[src/rtl/core/svdt_pkg.sv]
package svdt_pkg;

   // Table geometry.
   localparam int TABLE_SLOTS    = 64;
   localparam int VERTEX_BITS    = 16;
   localparam int SLOT_BITS      = (TABLE_SLOTS > 1) ? $clog2(TABLE_SLOTS) : 1;
   localparam int COUNT_BITS     = 7;
   localparam int INDEX_BITS     = 16;
   localparam int INTENSITY_BITS = 16;

   // Default intensity of 1.0 in signed Q8.8.
   localparam logic signed [INTENSITY_BITS-1:0] DEFAULT_INTENSITY = 16'sd256;

   // Request kinds.
   localparam logic REQ_READ  = 1'b0;
   localparam logic REQ_WRITE = 1'b1;

   typedef struct packed {
      logic                             req_type;
      logic [INDEX_BITS-1:0]            vertex_index;
      logic signed [INTENSITY_BITS-1:0] new_intensity;
   } req_item_type;

   typedef struct packed {
      logic                             found;
      logic signed [INTENSITY_BITS-1:0] intensity;
      logic                             insert_dropped;
      logic [COUNT_BITS-1:0]            entry_count;
   } rsp_item_type;

   // One table entry as held in the slot memory.
   typedef struct packed {
      logic [VERTEX_BITS-1:0]           vertex;
      logic signed [INTENSITY_BITS-1:0] intensity;
   } slot_word_type;

   typedef enum logic [1:0] {
      ST_IDLE,
      ST_SCAN,
      ST_DRAIN,
      ST_COMMIT
   } svdt_state_type;

   // Commands from the controller to the datapath.
   typedef struct packed {
      logic                 accept;
      logic                 rd_en;
      logic [SLOT_BITS-1:0] rd_addr;
      logic                 commit;
   } svdt_cmd_type;

   // Status from the datapath to the controller.
   typedef struct packed {
      logic rsp_free;
   } svdt_status_type;

endpackage

[src/rtl/core/svdt_ctrl.sv]
module svdt_ctrl (
   input  logic                     clock,
   input  logic                     reset,
   input  logic                     req_valid,
   output logic                     req_stall,
   input  svdt_pkg::svdt_status_type status,
   output svdt_pkg::svdt_cmd_type    cmd
);
   import svdt_pkg::*;

   svdt_state_type       state_ff, state_in;
   logic [SLOT_BITS-1:0] scan_ff, scan_in;

   // State and scan counter registers.
   always_ff @(posedge clock) begin
      if (reset) begin
         state_ff <= ST_IDLE;
         scan_ff  <= '0;
      end else begin
         state_ff <= state_in;
         scan_ff  <= scan_in;
      end
   end

   // Next state and commands. Slot 0 is read in the cycle the request is taken.
   always_comb begin
      state_in = state_ff;
      scan_in  = scan_ff;
      cmd      = '0;
      unique case (state_ff)
         ST_IDLE: begin
            if (req_valid) begin
               cmd.accept  = 1'b1;
               cmd.rd_en   = 1'b1;
               cmd.rd_addr = '0;
               scan_in     = SLOT_BITS'(1);
               state_in    = ST_SCAN;
            end
         end
         ST_SCAN: begin
            cmd.rd_en   = 1'b1;
            cmd.rd_addr = scan_ff;
            if (scan_ff == SLOT_BITS'(TABLE_SLOTS - 1)) begin
               scan_in  = '0;
               state_in = ST_DRAIN;
            end else begin
               scan_in = scan_ff + SLOT_BITS'(1);
            end
         end
         ST_DRAIN: begin
            state_in = ST_COMMIT;
         end
         ST_COMMIT: begin
            if (status.rsp_free) begin
               cmd.commit = 1'b1;
               state_in   = ST_IDLE;
            end
         end
         default: begin
            state_in = ST_IDLE;
         end
      endcase
   end

   assign req_stall = (state_ff != ST_IDLE);

endmodule

[src/rtl/core/svdt_dpath.sv]
module svdt_dpath (
   input  logic                     clock,
   input  logic                     reset,
   input  svdt_pkg::req_item_type    req_data,
   input  svdt_pkg::svdt_cmd_type    cmd,
   output svdt_pkg::svdt_status_type status,
   output logic                     rsp_valid,
   input  logic                     rsp_stall,
   output svdt_pkg::rsp_item_type    rsp_data
);
   import svdt_pkg::*;

   slot_word_type                    slot_mem [TABLE_SLOTS];
   req_item_type                     req_ff;
   slot_word_type                    rd_word_ff;
   logic [SLOT_BITS-1:0]             cmp_idx_ff;
   logic                             cmp_en_ff;
   logic                             hit_ff, hit_in;
   logic [SLOT_BITS-1:0]             hit_idx_ff, hit_idx_in;
   logic signed [INTENSITY_BITS-1:0] hit_val_ff, hit_val_in;
   logic                             free_found_ff, free_found_in;
   logic [SLOT_BITS-1:0]             free_idx_ff, free_idx_in;
   logic [TABLE_SLOTS-1:0]           valid_ff, valid_in;
   logic [COUNT_BITS-1:0]            count_ff, count_in;
   rsp_item_type                     rsp_ff, rsp_in;
   logic                             rsp_valid_ff, rsp_valid_in;
   logic [VERTEX_BITS-1:0]           req_vtx;
   logic                             cmp_slot_valid;
   logic                             wr_en;
   logic [SLOT_BITS-1:0]             wr_addr;
   slot_word_type                    wr_word;

   assign req_vtx        = req_ff.vertex_index[VERTEX_BITS-1:0];
   assign cmp_slot_valid = valid_ff[cmp_idx_ff];

   // Request holding register, loaded when the request is taken.
   always_ff @(posedge clock) begin
      if (cmd.accept) begin
         req_ff <= req_data;
      end
   end

   // Slot memory: one read port for the scan, one write in the commit cycle.
   always_ff @(posedge clock) begin
      if (wr_en) begin
         slot_mem[wr_addr] <= wr_word;
      end
      if (cmd.rd_en) begin
         rd_word_ff <= slot_mem[cmd.rd_addr];
      end
      cmp_idx_ff <= cmd.rd_addr;
   end

   // Compare stage: note the matching slot and the lowest free slot.
   always_comb begin
      hit_in        = hit_ff;
      hit_idx_in    = hit_idx_ff;
      hit_val_in    = hit_val_ff;
      free_found_in = free_found_ff;
      free_idx_in   = free_idx_ff;
      if (cmd.accept) begin
         hit_in        = 1'b0;
         free_found_in = 1'b0;
      end else if (cmp_en_ff) begin
         if (cmp_slot_valid && !hit_ff && (rd_word_ff.vertex == req_vtx)) begin
            hit_in     = 1'b1;
            hit_idx_in = cmp_idx_ff;
            hit_val_in = rd_word_ff.intensity;
         end
         if (!cmp_slot_valid && !free_found_ff) begin
            free_found_in = 1'b1;
            free_idx_in   = cmp_idx_ff;
         end
      end
   end

   always_ff @(posedge clock) begin
      if (reset) begin
         cmp_en_ff     <= 1'b0;
         hit_ff        <= 1'b0;
         free_found_ff <= 1'b0;
      end else begin
         cmp_en_ff     <= cmd.rd_en;
         hit_ff        <= hit_in;
         free_found_ff <= free_found_in;
      end
      hit_idx_ff  <= hit_idx_in;
      hit_val_ff  <= hit_val_in;
      free_idx_ff <= free_idx_in;
   end

   // Commit: update the table and form the result of the request.
   always_comb begin
      valid_in     = valid_ff;
      count_in     = count_ff;
      wr_en        = 1'b0;
      wr_addr      = hit_idx_ff;
      wr_word      = '{vertex: req_vtx, intensity: req_ff.new_intensity};
      rsp_in       = rsp_ff;
      rsp_valid_in = rsp_valid_ff && rsp_stall;
      if (cmd.commit) begin
         rsp_in.found          = hit_ff;
         rsp_in.intensity      = hit_ff ? hit_val_ff : DEFAULT_INTENSITY;
         rsp_in.insert_dropped = 1'b0;
         if (req_ff.req_type == REQ_WRITE) begin
            if (req_ff.new_intensity == DEFAULT_INTENSITY) begin
               // Writing the default removes any existing entry.
               if (hit_ff) begin
                  valid_in[hit_idx_ff] = 1'b0;
                  count_in             = count_ff - COUNT_BITS'(1);
               end
            end else if (hit_ff) begin
               wr_en = 1'b1;
            end else if (free_found_ff) begin
               wr_en                 = 1'b1;
               wr_addr               = free_idx_ff;
               valid_in[free_idx_ff] = 1'b1;
               count_in              = count_ff + COUNT_BITS'(1);
            end else begin
               rsp_in.insert_dropped = 1'b1;
            end
         end
         rsp_in.entry_count = count_in;
         rsp_valid_in       = 1'b1;
      end
   end

   always_ff @(posedge clock) begin
      if (reset) begin
         valid_ff     <= '0;
         count_ff     <= '0;
         rsp_valid_ff <= 1'b0;
      end else begin
         valid_ff     <= valid_in;
         count_ff     <= count_in;
         rsp_valid_ff <= rsp_valid_in;
      end
      rsp_ff <= rsp_in;
   end

   assign status.rsp_free = !rsp_valid_ff || !rsp_stall;
   assign rsp_valid       = rsp_valid_ff;
   assign rsp_data        = rsp_ff;

endmodule

[src/rtl/core/sparse_default_value_table.sv]
// Sparse per-vertex intensity table with a default of 1.0 (256 in signed Q8.8),
// holding up to 64 overrides. Each request (read or write) returns one result:
// whether the vertex had an entry, its value before the request, whether an
// insert was dropped because the table was full, and the entry count after.
// For each request the single read port of the slot memory is stepped through
// all 64 slots, one per cycle, followed by a compare drain state and a commit
// state that writes the table back once the result register is free. A new
// request is taken while the previous result still waits on a stalled result
// channel. Valid bits are cleared by reset at once; no clearing pass is needed.
module sparse_default_value_table (
   input  logic                  clock,
   input  logic                  reset,
   input  logic                  req_valid,
   output logic                  req_stall,
   input  svdt_pkg::req_item_type req_data,
   output logic                  rsp_valid,
   input  logic                  rsp_stall,
   output svdt_pkg::rsp_item_type rsp_data
);
   import svdt_pkg::*;

   svdt_cmd_type    cmd;
   svdt_status_type status;

   // Sequencer for the scan and commit.
   svdt_ctrl u_ctrl (
      .clock     (clock),
      .reset     (reset),
      .req_valid (req_valid),
      .req_stall (req_stall),
      .status    (status),
      .cmd       (cmd)
   );

   // Slot storage, compare stage and result register.
   svdt_dpath u_dpath (
      .clock     (clock),
      .reset     (reset),
      .req_data  (req_data),
      .cmd       (cmd),
      .status    (status),
      .rsp_valid (rsp_valid),
      .rsp_stall (rsp_stall),
      .rsp_data  (rsp_data)
   );

endmodule

[config.mk]
export PLATFORM = sky130hd
export DESIGN_NAME = sparse_default_value_table
export DESIGN_NICKNAME = d
export VERILOG_FILES = /design/src/rtl/core/svdt_pkg.sv /design/src/rtl/core/svdt_ctrl.sv /design/src/rtl/core/svdt_dpath.sv /design/src/rtl/core/sparse_default_value_table.sv
export SDC_FILE = /design/constraint.sdc
export NUM_CORES = 2
export LEC_CHECK = 0
export BUFFER_PORTS_ARGS = -buffer_cell sky130_fd_sc_hd__buf_2
export CAP_MARGIN = 0
export CORE_MARGIN = 4
export CORE_UTILIZATION = 45
export CTS_CLUSTER_SIZE = 10
export DETAILED_ROUTE_END_ITERATION = 10
export HOLD_SLACK_MARGIN = 0.05
export PLACE_DENSITY_LB_ADDON = 0.05
export SLEW_MARGIN = 40
export SYNTH_ARGS = -nofsm -noshare
export SYNTH_HDL_FRONTEND = slang
export SYNTH_SLANG_ARGS = --single-unit
[constraint.sdc]
create_clock -name clock -period 4.3 [get_ports clock]
set_input_delay 0.86 -clock clock [delete_from_list [all_inputs] [get_ports clock]]
set_output_delay 0.86 -clock clock [all_outputs]
set_load 0.01 [all_outputs]
## After elaboration in Yosys (flattened, before gate mapping)

Memories as Yosys holds them, arrays and structs flattened. A register that Yosys moved wholly into a read port is not among the register bits.
Index checks and enable logic that the tools add are counted.

| operators by class | value |
|---|---|
| add/subtract/negate cells | 3 |
| order comparisons | 5 |
| equality and inequality tests | 11 |
| multiplexer cells | 41 |
| bitwise logic cells | 5 |
| reduce and logical (&&, ||, !) cells | 25 |

Operators by type and width:

| cell | number |
|---|---|
| 64-bit two-way mux | 4 |
| 64-bit bitwise AND | 1 |
| 64-bit NOT | 1 |
| 64-bit OR | 1 |
| 6-bit two-way mux | 7 |
| 7-bit two-way mux | 5 |
| 6-bit by 7-bit < comparator with 1-bit output, second input constant | 3 |
| 16-bit by 10-bit == test with 1-bit output, second input constant | 1 |
| 16-bit == test | 1 |
| 1-bit two-way mux | 15 |
| 7-bit case mux with 2 select lines | 1 |
| 1-bit demux with 6-bit select | 2 |
| 6-bit by 1-bit >= comparator with 1-bit output, second input constant | 2 |
| 6-bit case mux with 2 select lines | 1 |
| 3-bit AND reduction | 3 |
| 8-bit two-way mux | 1 |
| 2-bit case mux with 4 select lines | 1 |
| 7-bit by 1-bit adder with 7-bit output, second input constant | 1 |
| 7-bit by 1-bit subtractor with 7-bit output, second input constant | 1 |
| 6-bit by 1-bit adder with 6-bit output, second input constant | 1 |
| 1-bit binary-select mux with 6-bit select | 1 |
| 6-bit == test, second input constant | 1 |
| 1-bit logical AND | 6 |
| 2-bit two-way mux | 3 |
| other kinds (13) | 26 |

| word-level totals | value |
|---|---|
| register bits after elaboration | 175 |
| bits in writable memories | 2,048 |
| input bits | 37 |
| output and inout port bits | 27 |
| word-level logic and storage cells | 110 |
| memories | 1 |

Memories:

| name | words | bits a word | rd ports | clocked after memory_dff | wr ports | line | RTL |
|---|---|---|---|---|---|---|---|
| u_dpath.slot_mem | 64 | 32 | 1 | 1 | 1 | svdt_dpath.sv:13 | `slot_word_type slot_mem [TABLE_SLOTS];` |

## Logic depth before layout (Yosys ltp)

| logic depth | value |
|---|---|
| depth in word-level cells | 8 |
| gate-level depth with buffers | 13 |
| depth with buffers taken out | 9 |

## Hierarchy

Synthesis repeated with hierarchy kept, for this count alone.

| unflattened totals | value |
|---|---|
| cells, all modules | 3,737 |
| area, all modules | 86,439.2 um^2 |

Modules (own cells, without submodules):

| module | times used | cells an instance | area an instance (um^2) | seq. area each (um^2) |
|---|---|---|---|---|
| svdt_dpath | 1 | 3,673 | 85,897.4 | 66,663.9 |
| svdt_ctrl | 1 | 64 | 541.8 | 160.2 |

## Worst setup path after synthesis

OpenSTA, ideal clock, no wires.

| path | value |
|---|---|
| path kind | register -> register |
| from | register u_dpath.req_ff[8] in the netlist's numbering |
| to | memory u_dpath.slot_mem[10][0] in the netlist's numbering, enable pin |
| library setup time | 0.421 ns |
| arrival time | 3.992 ns |
| required time | 3.879 ns |
| slack | -0.113 ns |
| cell stages (with the launch flop) | 7 |
| path buffers | 1 |
| period minus slack after synthesis | 4.413 ns |
| path through | edfxtp_1 -> nor4b_1 -> nand4_1 -> nand3_1 -> buf_2 -> a31oi_2 -> nor2_1 |

| on the way | value |
|---|---|
| cells in the longest elaborated chain, start to end | 6 |
| elaborated cells on any way between the ends | 9 |
| classes of those cells | eq/ne: 1; mux: 8 |

Ends and longest elaborated chain:

| element | line | RTL |
|---|---|---|
| from (decl) | svdt_dpath.sv:14 | `req_item_type req_ff;` |
| from (signal assigned) | svdt_dpath.sv:39 | `req_ff <= req_data;` |
| 16-bit by 10-bit == test with 1-bit output (*) | svdt_dpath.sv:106 | `if (req_ff.new_intensity == DEFAULT_INTENSITY) begin` |
| 1-bit two-way mux | svdt_dpath.sv:106 |  |
| 1-bit two-way mux | svdt_dpath.sv:105 | `if (req_ff.req_type == REQ_WRITE) begin` |
| 1-bit two-way mux | svdt_dpath.sv:101 | `if (cmd.commit) begin` |
| 1-bit two-way mux | svdt_dpath.sv:45 | `if (wr_en) begin` |
| 1-bit two-way mux (not written as such) | svdt_dpath.sv:46 | `slot_mem[wr_addr] <= wr_word;` |
| to (decl) | svdt_dpath.sv:13 |  |

Every way passes the cells marked *; elsewhere a longest branch is shown, timed or not.

## Final worst setup path

| path | value |
|---|---|
| from | register u_dpath.req_ff[1] in the netlist's numbering |
| to | memory u_dpath.slot_mem[47][18] in the netlist's numbering, enable pin |

Same word-level chain as after synthesis.

==> results by group <==
Die
  • Die Y: 457 um
  • # IOs: 64
  • Initial core utilization: 45.3%
  • DIE AREA: 209000 um2
  • Chip Width: about 460 um
  • Std-Cell Core Area: 200000 um2
  • Number of core rows: 164

Placement
  • Gpl congestion: 0.858
  • Number of port buffers: 63
  • Placed cells: 8134
  • Detailed Place HPWL: 161000 um
  • Pre-CTS setup slack: 0.542 ns

Clock network
  • Clk slew on worst S/H paths: 0.05 ns
  • Setup bufs post-CTS: 0
  • CTS tree: built
  • Longest Clk Path Bufs: 4
  • Cts hold-fix bufs: 0
  • Cts repair resizes: 0
  • Number of H-tree levels: 5
  • CTS sink cnt: 2255
  • TritonCTS Buffers: 281
  • Root Driver: clkbuf_16
  • Clk_lat worst skew: 0.92 ns

STA
  • Hold Fails Final Rpt: 0
  • Slew headroom: 39.0%
  • Total negative setup slack: 0 ns
  • Pins Over Slew Limit: 0
  • Min Tclk post-route: 3.88 ns
  • RSZ-0062 raised after global routing: no
  • Worst Skew: 0.0373 ns
  • Tcrit/Tclk final: 90.1%
  • Setup violation total in the final timing report: 0
  • Worst-margin pin slew: 0.915 ns
  • Fmax: 258 MHz
  • Hold Worst Slack: 0.122 ns
  • Setup ws final: between 0.4 and 0.5 ns

Cells and area
  • P&R area growth vs syn: 15.2%
  • Most frequent cells in the layout: 2166 x edfxtp_1, 289 x clkbuf_16, 283 x mux4_2, 253 x mux2i_1, 250 x nor2_1
  • Multi-input gate area: between 20000 and 25000 um2
  • Final-stage net count: 5808
  • Ratio of cells with drive above 1 in the final layout: 18.7%
  • Commonest non-fill, non-tap cell in the layout: edfxtp_1
  • FF/Latch Area: 66800 um2
  • Fill count: 16151
  • Final non-filler cell total: 8490

Synth
  • Adder-Cell Fraction of Synth Area: 0.0965%
  • Simple-gate portion of the synthesized area: under 10%
  • Post-synthesis compound-gate area fraction: 7.88%
  • Main combinational cell family by area after synthesis: multiplexers
  • Synth cell types: 63
  • Mapped Area: 90700 um2
  • Register area share after synthesis: 73.7%
  • Post-synthesis xor/xnor area fraction: 0.290%
  • Mux cell area share after synthesis: 10.0%
  • Syn_nets: 5527
  • Synth Register Bits: 2255
  • Ys flop type: edfxtp_1
  • Post-synth EDFFs: 2166
  • Synth async-reset ratio: 0%
  • Synthesized instance count: 5483
  • Ys Warns: 0
  • Avg Cell Area, Syn: 16.5 um2

Route
  • Residual DRC: 0
  • Via density: 6.10
  • WL per Instance: 32.0 um
  • Drt total wl: 272000 um
  • DR iter-0 viols: 5880
  • ANT nets after route: 0
  • Via count: ~52000
  • DR pass1 iterations: 5

Worst hold path
  • Hold Crit Depth: 1
  • Hold Crit Class: input pin to flip-flop

Run
  • Max Cap Violations: 0

Setup path
  • CP Max Fanout: 27
  • R2R depth: 8
  • CP Data Required Time: approximately 5 ns
  • Crit Path Category: flip-flop to flip-flop
  • Setup crit end kind: flip-flop
  • Worst R2R Setup Slack: 0.42 ns
  • Worst EP arrival: 4.47 ns
  • CP Launch Type: flip-flop

Global routing
  • Largest net degree at the start of global routing: 96
  • First-pass GRT wire length: 388000 um
  • Total GRT Usage: 25.8%
  • Initial antenna violation count: 11
  • Gr ovfl total: 0
  • Vias in the first global route: 50998

Power
  • Seq pwr share: 45.5%
  • Switch Pwr: ~16000 uW
  • Comb pwr share: 18.8%
  • Internal power: 41000 uW
  • Clock Power Share: 35.7%
  • Net Sw Frac: between 20 and 30%
  • Maximum vdd ir drop: roughly 0.45 mV
  • LEAKAGE: roughly 0.033 uW
  • Pwr Density: 548 nW/um2

Outcome
  • Outcome: complete, no violations
sequential cells by signal, indices dropped and copies added (netlist names), 7 cells and up:
| signal | flops |
|---|---|
| u_dpath.count_ff | 7 |
| u_dpath.req_ff | 17 |
| u_dpath.valid_ff | 64 |
| u_dpath.rd_word_ff | 32 |
| u_dpath.req_vtx | 16 |
| u_dpath.rsp_data | 25 |
| u_dpath.slot_mem | 2048 |
| u_dpath.hit_val_ff | 16 |
path summary, 6_finish.rpt:
kind	start	endpoint
worst max-delay path	u_dpath.req_ff[1]	u_dpath.slot_mem[47][18]
worst min-delay path	req_data[24]	u_dpath.req_vtx[8]
worst max register to register	u_dpath.req_ff[1]	u_dpath.slot_mem[47][18]
worst min register to register	u_dpath.rd_word_ff[12]	u_dpath.hit_val_ff[12]
routing by layer:
metal / global-route usage, % / up-vias / wire [um]
met3: 4.84 / 379 / 20100
met1: 38.2 / 27218 / 121000
met4: 7.22 / 4 / 7280
li1: - / 22252 / -
met2: 39.3 / 1964 / 123000
met5: 0 / - / 27
critical path: stages, from the launching register on:
cell and delay [ns]:
edfxtp_1 0.41, nor4_1 0.34, buf_4 0.21, nand4_1 0.52
nand3_1 0.30, buf_4 0.35, a31oi_2 0.39, nor2_4 0.72
buf_12 0.27
power by group through the flow:
stage / sequential (uW) / combinational [uW] / clock, uW
after global placement: 26500 / 10700 / 0
final: 26100 / 10800 / 20500
after detailed placement: 26500 / 10800 / 0
after CTS: 26100 / 10800 / 20900
after floorplan: 26800 / 5660 / 0
after global routing: 26100 / 11400 / 21800
stage by stage:
| stage | power [uW] | utilization, % | area, um2 |
|---|---|---|---|
| CTS | 57700 | 52.2 | 104000 |
| finish | 57300 | 52.2 | 104000 |
| global route | 59300 | 52.2 | 104000 |
| floorplan | 32500 | - | 90700 |
| detailed placement | 37300 | 48.4 | 96900 |
| global placement | 37200 | 48.3 | 96700 |
final cells by class:
type	count	share of cell area, %
clock buffers	337	7.10
flip-flops and latches	2255	64.0
clock inverters	13	0.0922
multi-input cells	2717	21.5
inverters	139	0.507
repair buffers	370	3.66
well taps	2656	3.18
diodes	3	0.00719
cells by family after synthesis:
group,count (synthesis)
mux,550
xor+xnor,30
simple gates,1055
flops,2255
compound gates,1075
buf+inv,511
fa+ha+maj,7
cells in the mapped netlist (all sizes together), types with 37 or more instances:
cell,count,area [um2]
a31oi,144,926
nand2b,219,1370
nand3,64,320
mux2i,253,2530
nor3,37,185
edfxtp,2166,65000
nand2,216,811
nor2,317,1190
a21oi,197,986
nor2b,44,275
o211ai,138,1040
o221ai,167,1460
clkbuf,199,747
mux4,285,6430
dfxtp,89,1780
inv,138,518
buf,173,843
o21ai,253,1270
No activity file was read; power rests on OpenSTA's default activity.
